==> src/design/salwb_pkg.sv <==
// Package for the set-associative LRU write-back cache tag model.
// Holds shared types, opcode and state codes, default sizes and a log helper.
// No dependencies.
package salwb_pkg;

	// default geometry
	localparam int unsigned SETS_DEF       = 256;
	localparam int unsigned WAYS_DEF       = 4;
	localparam int unsigned LINE_BYTES_DEF = 64;

	// fixed field widths
	localparam int unsigned ADDR_W = 64;
	localparam int unsigned CNT_W  = 32;

	// access kinds
	typedef enum logic [1:0] {
		OP_READ  = 2'd0,
		OP_WRITE = 2'd1,
		OP_FETCH = 2'd2,
		OP_BAD   = 2'd3
	} op_t;

	// controller states
	typedef enum logic [1:0] {
		ST_CLEAR,
		ST_IDLE,
		ST_LOOK
	} state_t;

	// request transaction
	typedef struct packed {
		logic [ADDR_W-1:0] address;
		logic [1:0]        opcode;
	} req_t;

	// result transaction
	typedef struct packed {
		logic             hit;
		logic             writeback;
		logic [1:0]       way_used;
		logic             bad_kind;
		logic [CNT_W-1:0] access_count;
		logic [CNT_W-1:0] hit_count;
		logic [CNT_W-1:0] miss_count;
		logic [CNT_W-1:0] write_count;
		logic [CNT_W-1:0] writeback_count;
	} rsp_t;

	// per-access event for the statistics block
	typedef struct packed {
		logic en;
		logic hit;
		logic write;
		logic writeback;
	} evt_t;

	// floor(log2(v)), elaboration use only
	function automatic int unsigned flog2(input int unsigned v);
		int unsigned n;
		n = 0;
		for (int i = 0; i < 32; i++) begin
			if ((v >> (i + 1)) != 0) begin
				n = i + 1;
			end
		end
		return n;
	endfunction

endpackage

==> src/design/salwb_stats.sv <==
// Five saturating 32-bit statistics counters, each bumped at most once per valid access.
// Depends on salwb_pkg.
module salwb_stats (
	input  logic                       clk,
	input  logic                       arst_n,
	input  salwb_pkg::evt_t            evt,
	output logic [salwb_pkg::CNT_W-1:0] access_count,
	output logic [salwb_pkg::CNT_W-1:0] hit_count,
	output logic [salwb_pkg::CNT_W-1:0] miss_count,
	output logic [salwb_pkg::CNT_W-1:0] write_count,
	output logic [salwb_pkg::CNT_W-1:0] writeback_count
);

	logic [salwb_pkg::CNT_W-1:0] acc_q, hit_q, miss_q, wr_q, wb_q;

	always_ff @(posedge clk or negedge arst_n) begin
		if (!arst_n) begin
			acc_q  <= '0;
			hit_q  <= '0;
			miss_q <= '0;
			wr_q   <= '0;
			wb_q   <= '0;
		end else if (evt.en) begin
			if (acc_q != '1) begin
				acc_q <= acc_q + 1'b1;
			end
			if (evt.hit && hit_q != '1) begin
				hit_q <= hit_q + 1'b1;
			end
			if (!evt.hit && miss_q != '1) begin
				miss_q <= miss_q + 1'b1;
			end
			if (evt.write && wr_q != '1) begin
				wr_q <= wr_q + 1'b1;
			end
			if (evt.writeback && wb_q != '1) begin
				wb_q <= wb_q + 1'b1;
			end
		end
	end

	assign access_count    = acc_q;
	assign hit_count       = hit_q;
	assign miss_count      = miss_q;
	assign write_count     = wr_q;
	assign writeback_count = wb_q;

endmodule

==> config.mk <==
export PLATFORM = sky130hd
export DESIGN_NAME = salwb_stats
export DESIGN_NICKNAME = d
export VERILOG_FILES = /design/src/design/salwb_pkg.sv /design/src/design/salwb_stats.sv
export SDC_FILE = /design/constraint.sdc
export NUM_CORES = 1
export LEC_CHECK = 0
export ABC_AREA = 0
export BUFFER_PORTS_ARGS = -buffer_cell sky130_fd_sc_hd__buf_2
export CAP_MARGIN = 15
export CORE_MARGIN = 1.5
export CORE_UTILIZATION = 49
export CTS_BUF_LIST = sky130_fd_sc_hd__clkbuf_16
export DETAILED_ROUTE_END_ITERATION = 6
export HOLD_SLACK_MARGIN = 0.15
export PLACE_DENSITY_LB_ADDON = 0.25
export SLEW_MARGIN = 40
export SYNTH_ARGS = -nofsm -noshare
export SYNTH_HDL_FRONTEND = slang
export SYNTH_SLANG_ARGS = --single-unit
==> constraint.sdc <==
create_clock -name clk -period 1.9 [get_ports clk]
set_input_delay 0.285 -clock clk [delete_from_list [all_inputs] [get_ports clk]]
set_output_delay 0.285 -clock clk [all_outputs]
set_load 0.05 [all_outputs]
* After elaboration in Yosys (flattened, before gate mapping)
Cells that the tools add are included.
W data, S select, Z words.
** Storage, ports and cells
- Bits in registers :: 160
- Bits of input ports :: 6
- Output and inout bits :: 160
- Logic and storage cells :: 25
** Cells by class
- Add/subtract/negate cells :: 5
- Eq/ne operators :: 5
- Reduce and logical (&&, ||, !) cells :: 10
** Operator list (number)
- $add A32 B1 Y32 const B :: 5
- $ne A32 B32 Y1 const B :: 5
- $reduce_and A2 Y1 :: 5
- $logic_and A1 B1 Y1 :: 4
- $logic_not A1 Y1 :: 1

* Depth between registers and ports, before layout
Gate-level depths: netlist of run 1.
- Depth after elaboration :: 3
- Depth in mapped cells :: 8
- Mapped depth without buffers :: 7

* Least setup slack after synthesis of run 1
No wires, ideal clock.
- Kind :: reg-to-reg
- Start :: register hit_q (netlist bit hit_count[0])
- End :: register hit_q (netlist bit hit_count[25])
- Library setup time :: 0.145 ns
- Arrival :: 2.372 ns
- Required time :: 1.755 ns
- Slack :: -0.617 ns
- Cell stages (with the launch flop) :: 8
- Path buffers :: 0
- Period minus slack after synthesis :: 2.517 ns
- Path through :: dfrtp_1 > ha_1 > nand4_1 > or4_4 > o31ai_4 > or4_1 > nor3_1 > xor2_1
** Between the ends
- Longest elaborated chain between the ends :: 3
- Elaborated cells on any way between the ends :: 4
- Those cells by class :: 1 x add/sub; 1 x eq/ne; 2 x reduce/logical
** Ends and longest elaborated chain
- start: declaration :: line salwb_stats.sv:14 : logic [salwb_pkg::CNT_W-1:0] acc_q, hit_q, miss_q, wr_q, wb_q;
- start signal: assignment :: line salwb_stats.sv:28 : hit_q <= hit_q + 1'b1;
- parallel branches: the longest is 3 deep, another holds $add A32 B1 Y32
Several ways; the timed one is not identified.
A chain may end at the register's enable or synchronous reset.

* Worst setup path after layout of run 1
- Start :: register miss_q (netlist bit miss_count[3])
- End :: register miss_q (netlist bit miss_count[30])
** Between the ends
- Longest elaborated chain between the ends :: 3
- Elaborated cells on any way between the ends :: 4
- Those cells by class :: 1 x add/sub; 1 x eq/ne; 2 x reduce/logical
** Ends and longest elaborated chain
- start: declaration :: line salwb_stats.sv:14
- start signal: assignment :: line salwb_stats.sv:31 : miss_q <= miss_q + 1'b1;
- parallel branches: the longest is 3 deep, another holds $add A32 B1 Y32
Several ways; the timed one is not identified.

==> flow_summary.rst, run 1 <==
.. list-table::
   :header-rows: 1

   * - Metric
     - Value
   * - Number of top-level pins
     - 166
   * - Clock sink count
     - 160
   * - Headroom to the max-slew limit
     - between 60% and 70%
   * - Hpwl dp
     - 13.4 mm
   * - Unique cell type count in the Yosys netlist
     - between 40 and 50
   * - Minimum period implied by the final worst setup slack
     - 1890 ps
   * - Int Power
     - around 6.6 mW
   * - Total congestion overflow
     - 0
   * - Cell types with the highest counts after synthesis
     - sky130_fd_sc_hd__dfrtp_1 (160), sky130_fd_sc_hd__xnor2_1 (111), sky130_fd_sc_hd__nand2_1 (71), sky130_fd_sc_hd__nand3_1 (60), sky130_fd_sc_hd__nand4_1 (53)
   * - Top FF cell, synth
     - sky130_fd_sc_hd__dfrtp_1
   * - Final Net Count
     - 990
   * - Pin count of the biggest net entering global routing
     - 47
   * - Max Cap Viol
     - 0
   * - Die span in x
     - 126 µm
   * - Element type at the critical path start
     - register
   * - Number of antenna diodes
     - 0
   * - Total global-route track usage
     - between 20% and 30%
   * - Hold path startpoint
     - evt[1]
   * - Worst slack after detailed placement
     - -109 ps
   * - Met3 Wirelength
     - 1.10 mm
   * - Amount of wire on met2 after detailed routing
     - 9.40 mm
   * - Weighted congestion reported at the end of routability-driven placement
     - 0.871
   * - Post-synthesis average cell area
     - 10.8 µm²
   * - Min-Delay Path Depth
     - 4
   * - Mapped Cells
     - 684
   * - Part of the power in the clock network
     - 32.7%
   * - Portion of total power attributed to sequential cells
     - 40.8%
   * - DRC violations left
     - 11
   * - Final setup viols
     - 0
   * - Maximum fanout along the worst path
     - 5
   * - Syn Nets
     - 695
   * - Logic depth of the worst register-to-register path
     - 6
   * - Final Power
     - 10.1 mW
   * - Clock transition at the registers of the reported paths
     - 60 ps
   * - Post-Route Setup TNS
     - 0 ps
   * - Final max-slew violation count
     - 0
   * - Antenna-violating nets left
     - 0
   * - Buffer type at the clock tree root
     - sky130_fd_sc_hd__clkbuf_16
   * - Net switching power figure
     - between 3 and 4 mW
   * - Critical path capture point type
     - register
   * - Part of the Yosys area used for sequential elements
     - 54.1%
   * - Most used standard cell by instance count after synthesis
     - sky130_fd_sc_hd__dfrtp_1
   * - Die area
     - 15800 µm²
   * - Average wire per standard cell
     - 16.0 µm
   * - Worst Hold End
     - write_count[16]$_DFFE_PN0P_
   * - Height of the die
     - 126 µm
   * - Async set-reset flop share out of synthesis
     - 100%
   * - Dominant cells by area after synthesis
     - sky130_fd_sc_hd__dfrtp_1 (54%), sky130_fd_sc_hd__xnor2_1 (13%), sky130_fd_sc_hd__xor2_1 (4.5%), sky130_fd_sc_hd__nand4_1 (4.5%), sky130_fd_sc_hd__nand3_1 (4.1%)
   * - CTS HTree Levels
     - 4
   * - Highest achievable clock rate
     - ~0.53 GHz
   * - RSZ-0062 raised after global routing
     - true
   * - Kind of critical path
     - register to register
   * - Class of the worst hold path
     - primary input to register
   * - First-iteration detailed-routing DRC count
     - 354
   * - EDFF count, synth
     - 0
   * - #FFs+latches synth
     - 160
   * - Post-route fraction of the period consumed by the critical path
     - 99.7%
   * - Wire length of the first global-routing pass
     - roughly 30 mm
   * - Aggregate routed wire length
     - 18.8 mm
   * - Result of the run
     - finished with violations
   * - Fraction of post-synthesis cell area in the top cell type by area
     - 54.1%
   * - Source of the critical timing path
     - miss_count[3]$_DFFE_PN0P_
   * - Uppermost routed layer
     - met4
   * - Synth-to-layout area growth
     - 42.4%
   * - Proportion of layout cells with a drive suffix above 1
     - between 50 and 60%
   * - Cell row count
     - 44
   * - Pin slew with the least headroom to its limit
     - 456 ps
   * - Combinational share of power
     - 26.5%
   * - YS warnings
     - 0
   * - Endpoint of the most critical register-to-register path
     - miss_count[30]$_DFFE_PN0P_
   * - Total CTS buffers
     - 17
   * - Static Leakage
     - 4.96 nW
   * - P per Cell Area
     - 961 nW/µm²
   * - Peak supply drop
     - 0.898 mV
   * - Final-report hold violation count
     - 0
   * - Vias in the first global route
     - 6239
   * - Total number of vias
     - 6362
   * - Arrival @ worst endpoint
     - 2210 ps
   * - Placeable core region
     - 14600 µm²
   * - Worst Setup Slack, final
     - roughly 6 ps
   * - Worst-case clock buffer depth
     - 2
   * - Number of buffers inserted by port buffering
     - ~170
   * - Violations in the final reports
     - design-rule violations
   * - Library cell occupying the most area in the post-synthesis netlist
     - sky130_fd_sc_hd__dfrtp_1
   * - Switching portion of total power
     - 34.5%
   * - Final core occ
     - 72.0%
   * - Initial antenna violation count
     - 0
   * - Clock latency reported for the late side of the worst-skew pair
     - ~430 ps
   * - Initial Util
     - 50.5%
   * - Data required time at the worst endpoint
     - 2210 ps
   * - Final hold slack
     - between 300 and 400 ps
   * - Worst R2R Setup Slack
     - 6 ps
   * - Vias per Instance
     - 5.41
   * - Cell Area, Synth
     - 7400 µm²
   * - Clock skew after layout
     - 7.55 ps
   * - Worst reg2reg startpoint
     - miss_count[3]$_DFFE_PN0P_
   * - Number of iterations in the first detailed-routing pass
     - 7
   * - CTS tree
     - yes
   * - Routed met1 length
     - between 7 and 8 mm
power by group through the flow:
stage	logic (mW)	clock network, mW	registers (mW)
floorplan	0.552	0	5.30
global placement	2.51	0	4.16
detailed placement	2.57	0	4.19
CTS	2.59	3.38	4.13
global route	2.85	3.53	4.17
finish	2.68	3.31	4.13
cells in the final DEF (no fill, tap or decap), types with 26 or more instances in the layout:
| cell | count |
|---|---|
| sky130_fd_sc_hd__dfrtp_2 | 136 |
| sky130_fd_sc_hd__nand3_1 | 51 |
| sky130_fd_sc_hd__nand2_1 | 68 |
| sky130_fd_sc_hd__nor2_1 | 26 |
| sky130_fd_sc_hd__xor2_1 | 38 |
| sky130_fd_sc_hd__buf_2 | 164 |
| sky130_fd_sc_hd__xnor2_1 | 109 |
| sky130_fd_sc_hd__nand4_1 | 53 |
| sky130_fd_sc_hd__buf_4 | 110 |
worst max-delay path, stage by stage (launching register included):
cell and delay (ps):
sky130_fd_sc_hd__dfrtp_2 350, sky130_fd_sc_hd__nand4_1 110, sky130_fd_sc_hd__or2_1 260, sky130_fd_sc_hd__or4_4 510, sky130_fd_sc_hd__nor3_4 250, sky130_fd_sc_hd__nand4_1 150
sky130_fd_sc_hd__xnor2_1 150
logic make-up (layout without fill, tap and decap cells):
group                    after synthesis  after routing  synth area share, %
buffers and inverters                 23            331                 1.20
adder cells (fa/ha/maj)                5              5                0.845
multiplexers                           5              5                0.761
AND/OR/NAND/NOR                      323            323                 23.5
XOR/XNOR                             149            149                 17.6
flip-flops                           160            160                 54.1
AO/OA/AOI/OAI                         19             19                 1.99
metal layers:
metal	vias up	track usage (%)
met2	185	39.2
met4	0	10.3
li1	2995	-
met1	3144	30.1
met5	-	0
met3	38	5.61
layout make-up:
cell class	instances	area [µm²]
sequential	160	4170
fill	1003	4110
multi-input combinational	501	3750
timing repair buffer	281	1750
clock buffer	17	425
tap	184	230
clock inverter	15	140
inverter	18	67.6
sequential cells by signal (all words and copies together), names as in the netlist:
register         count
access_count        32
hit_count           32
miss_count          32
write_count         32
writeback_count     32
worst max-delay path by stage:
stage	cells past startpoint	end	slack (ps)
after floorplan	7	miss_count[30]$_DFFE_PN0P_	-280
after global placement	7	miss_count[30]$_DFFE_PN0P_	20
after detailed placement	6	miss_count[5]$_DFFE_PN0P_	-110
after CTS	7	miss_count[10]$_DFFE_PN0P_	-0.8
after global routing	6	miss_count[22]$_DFFE_PN0P_	-130
final	6	miss_count[30]$_DFFE_PN0P_	6
stage by stage:
stage / area (µm²) / instances
floorplan: 7820 / 684
global placement: 9460 / 1104
detailed placement: 9460 / 1104
CTS: 10100 / 1143
global route: 10500 / 1176
finish: 10500 / 1176
repair_timing:
| item | 4_1_cts | 5_1_grt |
|---|---|---|
| hold endpoints to repair | 70 | 0 |
| resized for setup | 5 | 40 |
| pin swaps | 6 | 27 |
| buffers inserted | 6 | 34 |
| endpoints found under the setup margin | 22 | 80 |
| hold buffers | 1 | 0 |
(Power assumes the default switching activity.)
==> inputs of run 2 (changes only) <==
--- a/config.mk
+++ b/config.mk
@@ -9,11 +9,11 @@
 export BUFFER_PORTS_ARGS = -buffer_cell sky130_fd_sc_hd__buf_2
 export CAP_MARGIN = 15
 export CORE_MARGIN = 1.5
-export CORE_UTILIZATION = 49
+export CORE_UTILIZATION = 30
 export CTS_BUF_LIST = sky130_fd_sc_hd__clkbuf_16
 export DETAILED_ROUTE_END_ITERATION = 6
 export HOLD_SLACK_MARGIN = 0.15
-export PLACE_DENSITY_LB_ADDON = 0.25
+export PLACE_DENSITY = 0.49
 export SLEW_MARGIN = 40
 export SYNTH_ARGS = -nofsm -noshare
 export SYNTH_HDL_FRONTEND = slang
==> run 2 against run 1 <==
The flow now finishes without violations. Worst hold slack got worse by 23 ps. Sequential share of layout area fell by 1.7 points. Clock power rose by 9.7%. Flip-flop and latch count did not move. Critical path type unchanged. Critical path depth rose by 3. Register-to-register slack improved by 30 ps. Non-clock buffer count rose by 37.
==> flow_summary.rst, run 2 (synthesis results as in run 1) <==
.. list-table::
   :header-rows: 1

   * - Metric
     - Value
   * - Result of the run
     - finished, final reports clean
   * - Number of iterations in the first detailed-routing pass
     - 4 (-3)
   * - Clock latency reported for the late side of the worst-skew pair
     - 420 ps (about the same)
   * - Post-route fraction of the period consumed by the critical path
     - 98.0% (-1.6 points)
   * - CTS HTree Levels
     - 4 (unchanged)
   * - CTS tree
     - yes
   * - Worst-case clock buffer depth
     - 2 (unchanged)
   * - Average wire per standard cell
     - 14.6 µm (-8.7%)
   * - Endpoint of the most critical register-to-register path
     - write_count[25]$_DFFE_PN0P_
   * - Worst reg2reg startpoint
     - write_count[6]$_DFFE_PN0P_
   * - Element type at the critical path start
     - register
   * - Max Cap Viol
     - 0 (unchanged)
   * - Wire length of the first global-routing pass
     - 32.7 mm (+8.0%)
   * - Hpwl dp
     - 14.6 mm (+9.4%)
   * - Final setup viols
     - 0 (unchanged)
   * - Critical path capture point type
     - register
   * - P per Cell Area
     - 964 nW/µm² (+0.38%)
   * - Static Leakage
     - 5.16 nW (+4.1%)
   * - Crit path to
     - write_count[25]$_DFFE_PN0P_
   * - Int Power
     - 6.95 mW (+4.7%)
   * - Total CTS buffers
     - 17 (unchanged)
   * - Number of buffers inserted by port buffering
     - 165 (unchanged)
   * - RSZ-0062 raised after global routing
     - true
   * - Data required time at the worst endpoint
     - 2200 ps (about the same)
   * - Synth-to-layout area growth
     - 48.7%
   * - Antenna-violating nets left
     - 0 (unchanged)
   * - First-iteration detailed-routing DRC count
     - 247 (-30%)
   * - Peak supply drop
     - 0.556 mV (-38%)
   * - Final core occ
     - 45.4% (-27 points)
   * - Most frequent cells in the layout
     - sky130_fd_sc_hd__buf_2 (164), sky130_fd_sc_hd__buf_4 (149), sky130_fd_sc_hd__dfrtp_2 (136)
   * - Number of top-level pins
     - 166 (unchanged)
   * - Height of the die
     - 160 µm (+27%)
   * - Headroom to the max-slew limit
     - 70.5% (+1.4 points)
   * - Initial Util
     - 30.5% (-20 points)
   * - Clock transition at the registers of the reported paths
     - 70 ps (about the same)
   * - Vias per Instance
     - 4.65 (-14%)
   * - Weighted congestion reported at the end of routability-driven placement
     - 0.778 (-11%)
   * - Pin count of the biggest net entering global routing
     - 60 (+28%)
   * - Worst R2R Setup Slack
     - 40 ps (+30 ps)
   * - Switching portion of total power
     - 34.5% (+0.087 points)
   * - Worst slack after detailed placement
     - -92.0 ps (+17.2 ps)
   * - Net switching power figure
     - 3.67 mW (+5.1%)
   * - Aggregate routed wire length
     - 19.7 mm (+5.1%)
   * - Clock skew after layout
     - 12.1 ps (+4.58 ps)
   * - Initial antenna violation count
     - 0 (unchanged)
   * - Kind of critical path
     - register to register
   * - Number of antenna diodes
     - 0 (unchanged)
   * - Part of the power in the clock network
     - 34.2% (+1.5 points)
   * - Class of the worst hold path
     - primary input to async pin
   * - Placeable core region
     - 24200 µm² (+66%)
   * - Die area
     - 25600 µm² (+62%)
   * - Most frequent standard cell in the layout excluding fill and tap cells
     - sky130_fd_sc_hd__buf_2
   * - Final max-slew violation count
     - 0 (unchanged)
   * - Pin slew with the least headroom to its limit
     - 442 ps (-14.3 ps)
   * - Worst Setup Slack, final
     - 37.4 ps (+31.3 ps)
   * - Total number of vias
     - 6297 (-1.0%)
   * - Portion of total power attributed to sequential cells
     - 38.3% (-2.5 points)
   * - Logic depth of the worst register-to-register path
     - 9 (+3)
   * - Clock sink count
     - 160 (unchanged)
   * - Buffer type at the clock tree root
     - sky130_fd_sc_hd__clkbuf_16
   * - Arrival @ worst endpoint
     - 2160 ps (-50 ps)
   * - Cell row count
     - 57 (+30%)
   * - Vias in the first global route
     - 6318 (+1.3%)
   * - Final-report hold violation count
     - 0 (unchanged)
   * - Source of the critical timing path
     - write_count[6]$_DFFE_PN0P_
   * - Post-Route Setup TNS
     - 0 ps (unchanged)
   * - Die span in x
     - 160 µm (+27%)
   * - Final Net Count
     - 1027 (+3.7%)
   * - Total congestion overflow
     - 0 (unchanged)
   * - Highest achievable clock rate
     - 0.537 GHz (+1.7%)
   * - Minimum period implied by the final worst setup slack
     - 1860 ps (-31.3 ps)
   * - DRC violations left
     - 0 (-11)
   * - Proportion of layout cells with a drive suffix above 1
     - 54.3% (+1.4 points)
   * - Total global-route track usage
     - 15.8% (-8.0 points)
   * - Maximum fanout along the worst path
     - 5 (unchanged)
   * - Combinational share of power
     - 27.5% (+1.0 points)
   * - Final Power
     - 10.6 mW (+4.8%)
run 2: through the flow:
stage / hold WS (ps) / instance area, µm² / std cells
after global placement: 180 / 10000 / 1299
final: 296 / 11000 / 1353
after detailed placement: 177 / 10000 / 1299
after floorplan: -10.6 / 7820 / 684
after global routing: 307 / 11000 / 1353
after CTS: 292 / 10700 / 1337
run 2: what timing repair did:
item                                   CTS  global route
resized for setup                        8            31
pin swaps                                7            24
hold buffers                             1             0
buffers inserted                         5            17
endpoints found under the hold margin  160             0
setup endpoints to repair               10            71
run 2: worst min-delay path by stage:
stage / from / endpoint / slack, ps
floorplan: arst_n / access_count[0]$_DFFE_PN0P_ / -10
finish: arst_n / hit_count[21]$_DFFE_PN0P_ / 300
detailed placement: arst_n / hit_count[21]$_DFFE_PN0P_ / 180
global placement: arst_n / hit_count[22]$_DFFE_PN0P_ / 180
global route: arst_n / hit_count[21]$_DFFE_PN0P_ / 310
CTS: arst_n / hit_count[21]$_DFFE_PN0P_ / 290
run 2: routing by layer:
layer	wire [µm]	global-route usage (%)
met2	9140	24.9
met5	0	0
met4	197	3.91
met1	9270	21.2
met3	1110	4.60
run 2: power groups by stage:
stage | sequential, mW | clock (mW) | combinational, mW
4_1_cts | 4.05 | 3.76 | 2.92
3_5_place_dp | 4.12 | 0 | 2.84
6_report | 4.06 | 3.63 | 2.92
3_3_place_gp | 4.11 | 0 | 2.82
5_1_grt | 4.10 | 3.89 | 3.10
2_1_floorplan | 5.30 | 0 | 0.552
run 2: layout make-up:
type,instances,area [µm²]
Multi-Input combinational cell,501,3720
Clock inverter,15,194
Clock buffer,17,425
Inverter,18,67.6
Fill cell,2354,13200
Sequential cell,160,4170
Tap cell,324,405
Timing Repair Buffer,318,2010
run 2: critical path: stages, from the launching register on:
cell and delay, ps:
sky130_fd_sc_hd__dfrtp_2 410, sky130_fd_sc_hd__nand4_1 110, sky130_fd_sc_hd__buf_4 140, sky130_fd_sc_hd__nor4_4 40, sky130_fd_sc_hd__buf_4 150, sky130_fd_sc_hd__and4_4 200
sky130_fd_sc_hd__buf_4 140, sky130_fd_sc_hd__nor3_4 280, sky130_fd_sc_hd__nand3_1 130, sky130_fd_sc_hd__xnor2_1 140
==> inputs of run 3 (changes only) <==
--- a/config.mk
+++ b/config.mk
@@ -9,11 +9,12 @@
 export BUFFER_PORTS_ARGS = -buffer_cell sky130_fd_sc_hd__buf_2
 export CAP_MARGIN = 15
 export CORE_MARGIN = 1.5
-export CORE_UTILIZATION = 30
-export CTS_BUF_LIST = sky130_fd_sc_hd__clkbuf_16
+export CORE_UTILIZATION = 35
+export CTS_BUF_LIST = sky130_fd_sc_hd__clkbuf_4
 export DETAILED_ROUTE_END_ITERATION = 6
 export HOLD_SLACK_MARGIN = 0.15
-export PLACE_DENSITY = 0.49
+export PLACE_DENSITY = 0.56
+export RECOVER_POWER = 100
 export SLEW_MARGIN = 40
 export SYNTH_ARGS = -nofsm -noshare
 export SYNTH_HDL_FRONTEND = slang
==> run 3 against run 2 <==
The flow now finishes with violations (negative setup slack). Flip-flop and latch count did not move. Wire length fell by 4.9%. Largest cell class unchanged. Via count fell by 0.13%. Design area fell by 4.7%. Critical path type unchanged. First-iteration DRC count fell by 28%. Cell count fell by 4.2%. Count of clock-buffer cells in the layout rose by 1. Largest power group unchanged. Utilization rose by 4.8 points. Register-to-register slack got worse by 40 ps. Sequential share of layout area rose by 1.8 points.
==> flow_summary.rst, run 3 (synthesis results as in run 1) <==
.. list-table::
   :header-rows: 1

   * - Metric
     - Value
   * - Die span in x
     - 148 µm (-7.3%)
   * - Hpwl dp
     - 14.0 mm (-4.2%)
   * - Most frequent standard cell in the layout excluding fill and tap cells
     - sky130_fd_sc_hd__clkbuf_2
   * - Synth-to-layout area growth
     - 41.8%
   * - Clock sink count
     - 160 (unchanged)
   * - Final max-slew violation count
     - 0 (unchanged)
   * - Weighted congestion reported at the end of routability-driven placement
     - 0.780 (+0.23%)
   * - Cell count after placement
     - 1245 (-4.2%)
   * - Number of fill cells in the layout
     - 1996 (-15%)
   * - First-iteration detailed-routing DRC count
     - 179 (-28%)
   * - Total global-route track usage
     - 17.4% (+1.7 points)
   * - Maximum fanout along the worst path
     - 4 (-1)
   * - Placeable core region
     - 20900 µm² (-14%)
   * - CTS HTree Levels
     - 4 (unchanged)
   * - DRC violations left
     - 0 (unchanged)
   * - Wire length of the first global-routing pass
     - 30.9 mm (-5.5%)
   * - Worst slack after detailed placement
     - -49.6 ps (+42.4 ps)
   * - Count of non-filler cells in the finished layout
     - 1296 (-4.2%)
   * - Number of antenna diodes
     - 0 (unchanged)
   * - Minimum period implied by the final worst setup slack
     - 1900 ps (+39.8 ps)
   * - Total number of vias
     - 6289 (-0.13%)
   * - Final Net Count
     - 1019 (-0.78%)
   * - Element type at the critical path start
     - register
   * - Total CTS buffers
     - 17 (unchanged)
   * - Static Leakage
     - 4.82 nW (-6.5%)
   * - Class of the worst hold path
     - primary input to register
   * - Worst Setup Slack, final
     - -2.36 ps (-39.8 ps)
   * - Violations in the final reports
     - negative setup slack
   * - Average wire per standard cell
     - 14.5 µm (-0.70%)
   * - P per Cell Area
     - 856 nW/µm² (-11%)
   * - CTS tree
     - yes
   * - Post-route fraction of the period consumed by the critical path
     - 100% (+2.1 points)
   * - Headroom to the max-slew limit
     - 36.7% (-34 points)
   * - Critical path capture point type
     - register
   * - Vias per Instance
     - 4.85 (+4.3%)
   * - Buffer type at the clock tree root
     - sky130_fd_sc_hd__clkbuf_4
   * - Result of the run
     - finished with violations
   * - Pin slew with the least headroom to its limit
     - 949 ps (+507 ps)
   * - Height of the die
     - 148 µm (-7.3%)
   * - Final setup viols
     - 1 (+1)
   * - Worst-case clock buffer depth
     - 2 (unchanged)
   * - Arrival @ worst endpoint
     - 2350 ps (+190 ps)
   * - Proportion of layout cells with a drive suffix above 1
     - 53.1% (-1.2 points)
   * - Cell row count
     - 53 (-7.0%)
   * - Data required time at the worst endpoint
     - 2350 ps (+150 ps)
   * - Most frequent cells in the layout
     - sky130_fd_sc_hd__clkbuf_2 (158), sky130_fd_sc_hd__dfrtp_2 (135), sky130_fd_sc_hd__buf_4 (133)
   * - Highest achievable clock rate
     - 0.526 GHz (-2.1%)
   * - RSZ-0062 raised after global routing
     - true
   * - Final Power
     - 8.98 mW (-15%)
   * - Number of top-level pins
     - 166 (unchanged)
   * - Final-report hold violation count
     - 0 (unchanged)
   * - Vias in the first global route
     - 6071 (-3.9%)
   * - Max Cap Viol
     - 0 (unchanged)
   * - Aggregate routed wire length
     - 18.8 mm (-4.9%)
   * - Number of iterations in the first detailed-routing pass
     - 4 (unchanged)
   * - Clock transition at the registers of the reported paths
     - 150 ps (+80 ps)
   * - Initial antenna violation count
     - 0 (unchanged)
   * - Initial Util
     - 35.4% (+4.9 points)
   * - Antenna-violating nets left
     - 0 (unchanged)
   * - Number of buffers inserted by port buffering
     - 165 (unchanged)
   * - Clock latency reported for the late side of the worst-skew pair
     - 550 ps (+130 ps)
   * - Die area
     - 22000 µm² (-14%)
   * - Pin count of the biggest net entering global routing
     - 45 (-25%)
   * - Peak supply drop
     - 0.587 mV (+5.7%)
   * - Kind of critical path
     - register to register
   * - Clock skew after layout
     - 28.7 ps (+16.6 ps)
   * - Total congestion overflow
     - 0 (unchanged)
==> run 3: cell types whose count changed in the layout (fill, tap and decap cells not counted), moves of 3 or more <==
cell / change
sky130_fd_sc_hd__clkbuf_16: -17
sky130_fd_sc_hd__bufinv_16: -3
sky130_fd_sc_hd__buf_2: -157
sky130_fd_sc_hd__buf_4: -16
sky130_fd_sc_hd__clkbuf_1: +4
sky130_fd_sc_hd__clkbuf_4: +18
sky130_fd_sc_hd__clkbuf_2: +158
sky130_fd_sc_hd__inv_6: +3
==> run 3: final cells by class <==
cell class,count,area (µm²),area share (%)
flip-flops and latches,160,4170,39.8
clock buffers,18,135,1.29
multi-input cells,501,3680,35.1
clock inverters,14,148,1.41
repair buffers,310,1950,18.6
well taps,275,344,3.28
inverters,18,67.6,0.644
==> run 3: metrics by stage <==
| step | setup TNS (ps) | utilization (%) | instance area [µm²] | hold WS [ps] |
|---|---|---|---|---|
| after CTS | 0 | 49.2 | 10300 | 170 |
| after detailed placement | -257 | 47.6 | 9950 | 211 |
| final | -2.36 | 50.2 | 10500 | 213 |
| after floorplan | -4480 | - | 7820 | -10.6 |
| after global placement | -155 | 47.6 | 9950 | 216 |
| after global routing | -2890 | 50.2 | 10500 | 188 |
==> run 3: critical path: stages, from the launching register on <==
cell and delay (ps):
sky130_fd_sc_hd__dfrtp_2 410, sky130_fd_sc_hd__ha_4 130, sky130_fd_sc_hd__nand4_1 170, sky130_fd_sc_hd__or4_4 470, sky130_fd_sc_hd__o31ai_4 210, sky130_fd_sc_hd__or4_4 220, sky130_fd_sc_hd__nor3_4 50, sky130_fd_sc_hd__xor2_1 140
==> run 3: report_power, final <==
group / internal (mW) / switching [mW] / leakage (nW) / total (mW)
Combinational: 0.945 / 1.91 / 2.76 / 2.85
Sequential: 3.77 / 0.271 / 1.92 / 4.04
Clock: 0.712 / 1.38 / 0.146 / 2.09
Total: 5.43 / 3.56 / 4.82 / 8.98
==> run 3: repair_timing <==
item,4_1_cts,5_1_grt
gates resized for setup,3,32
endpoints found under the hold margin,163,0
hold buffers,3,0
setup endpoints to repair,15,86
buffers inserted,1,16
pin swaps,4,24
==> run 3: final timing paths <==
path	startpoint	end	slack [ps]	depth (start not counted)
worst min register to register	miss_count[22]$_DFFE_PN0P_	miss_count[22]$_DFFE_PN0P_	490	1
worst max-delay path	hit_count[1]$_DFFE_PN0P_	hit_count[25]$_DFFE_PN0P_	-2	7
min in group asynchronous	arst_n	hit_count[22]$_DFFE_PN0P_	940	3
worst min-delay path	evt[3]	hit_count[28]$_DFFE_PN0P_	210	5
max in group asynchronous	arst_n	hit_count[11]$_DFFE_PN0P_	110	4
worst max register to register	hit_count[1]$_DFFE_PN0P_	hit_count[25]$_DFFE_PN0P_	-2	7
==> run 3: routing by layer <==
metal	up-vias	track usage [%]	share of wire, %
li1	3049	-	-
met1	3077	23.5	47
met2	155	28.2	47
met3	8	4.63	5.3
met4	0	3.86	0.62
met5	-	0	0
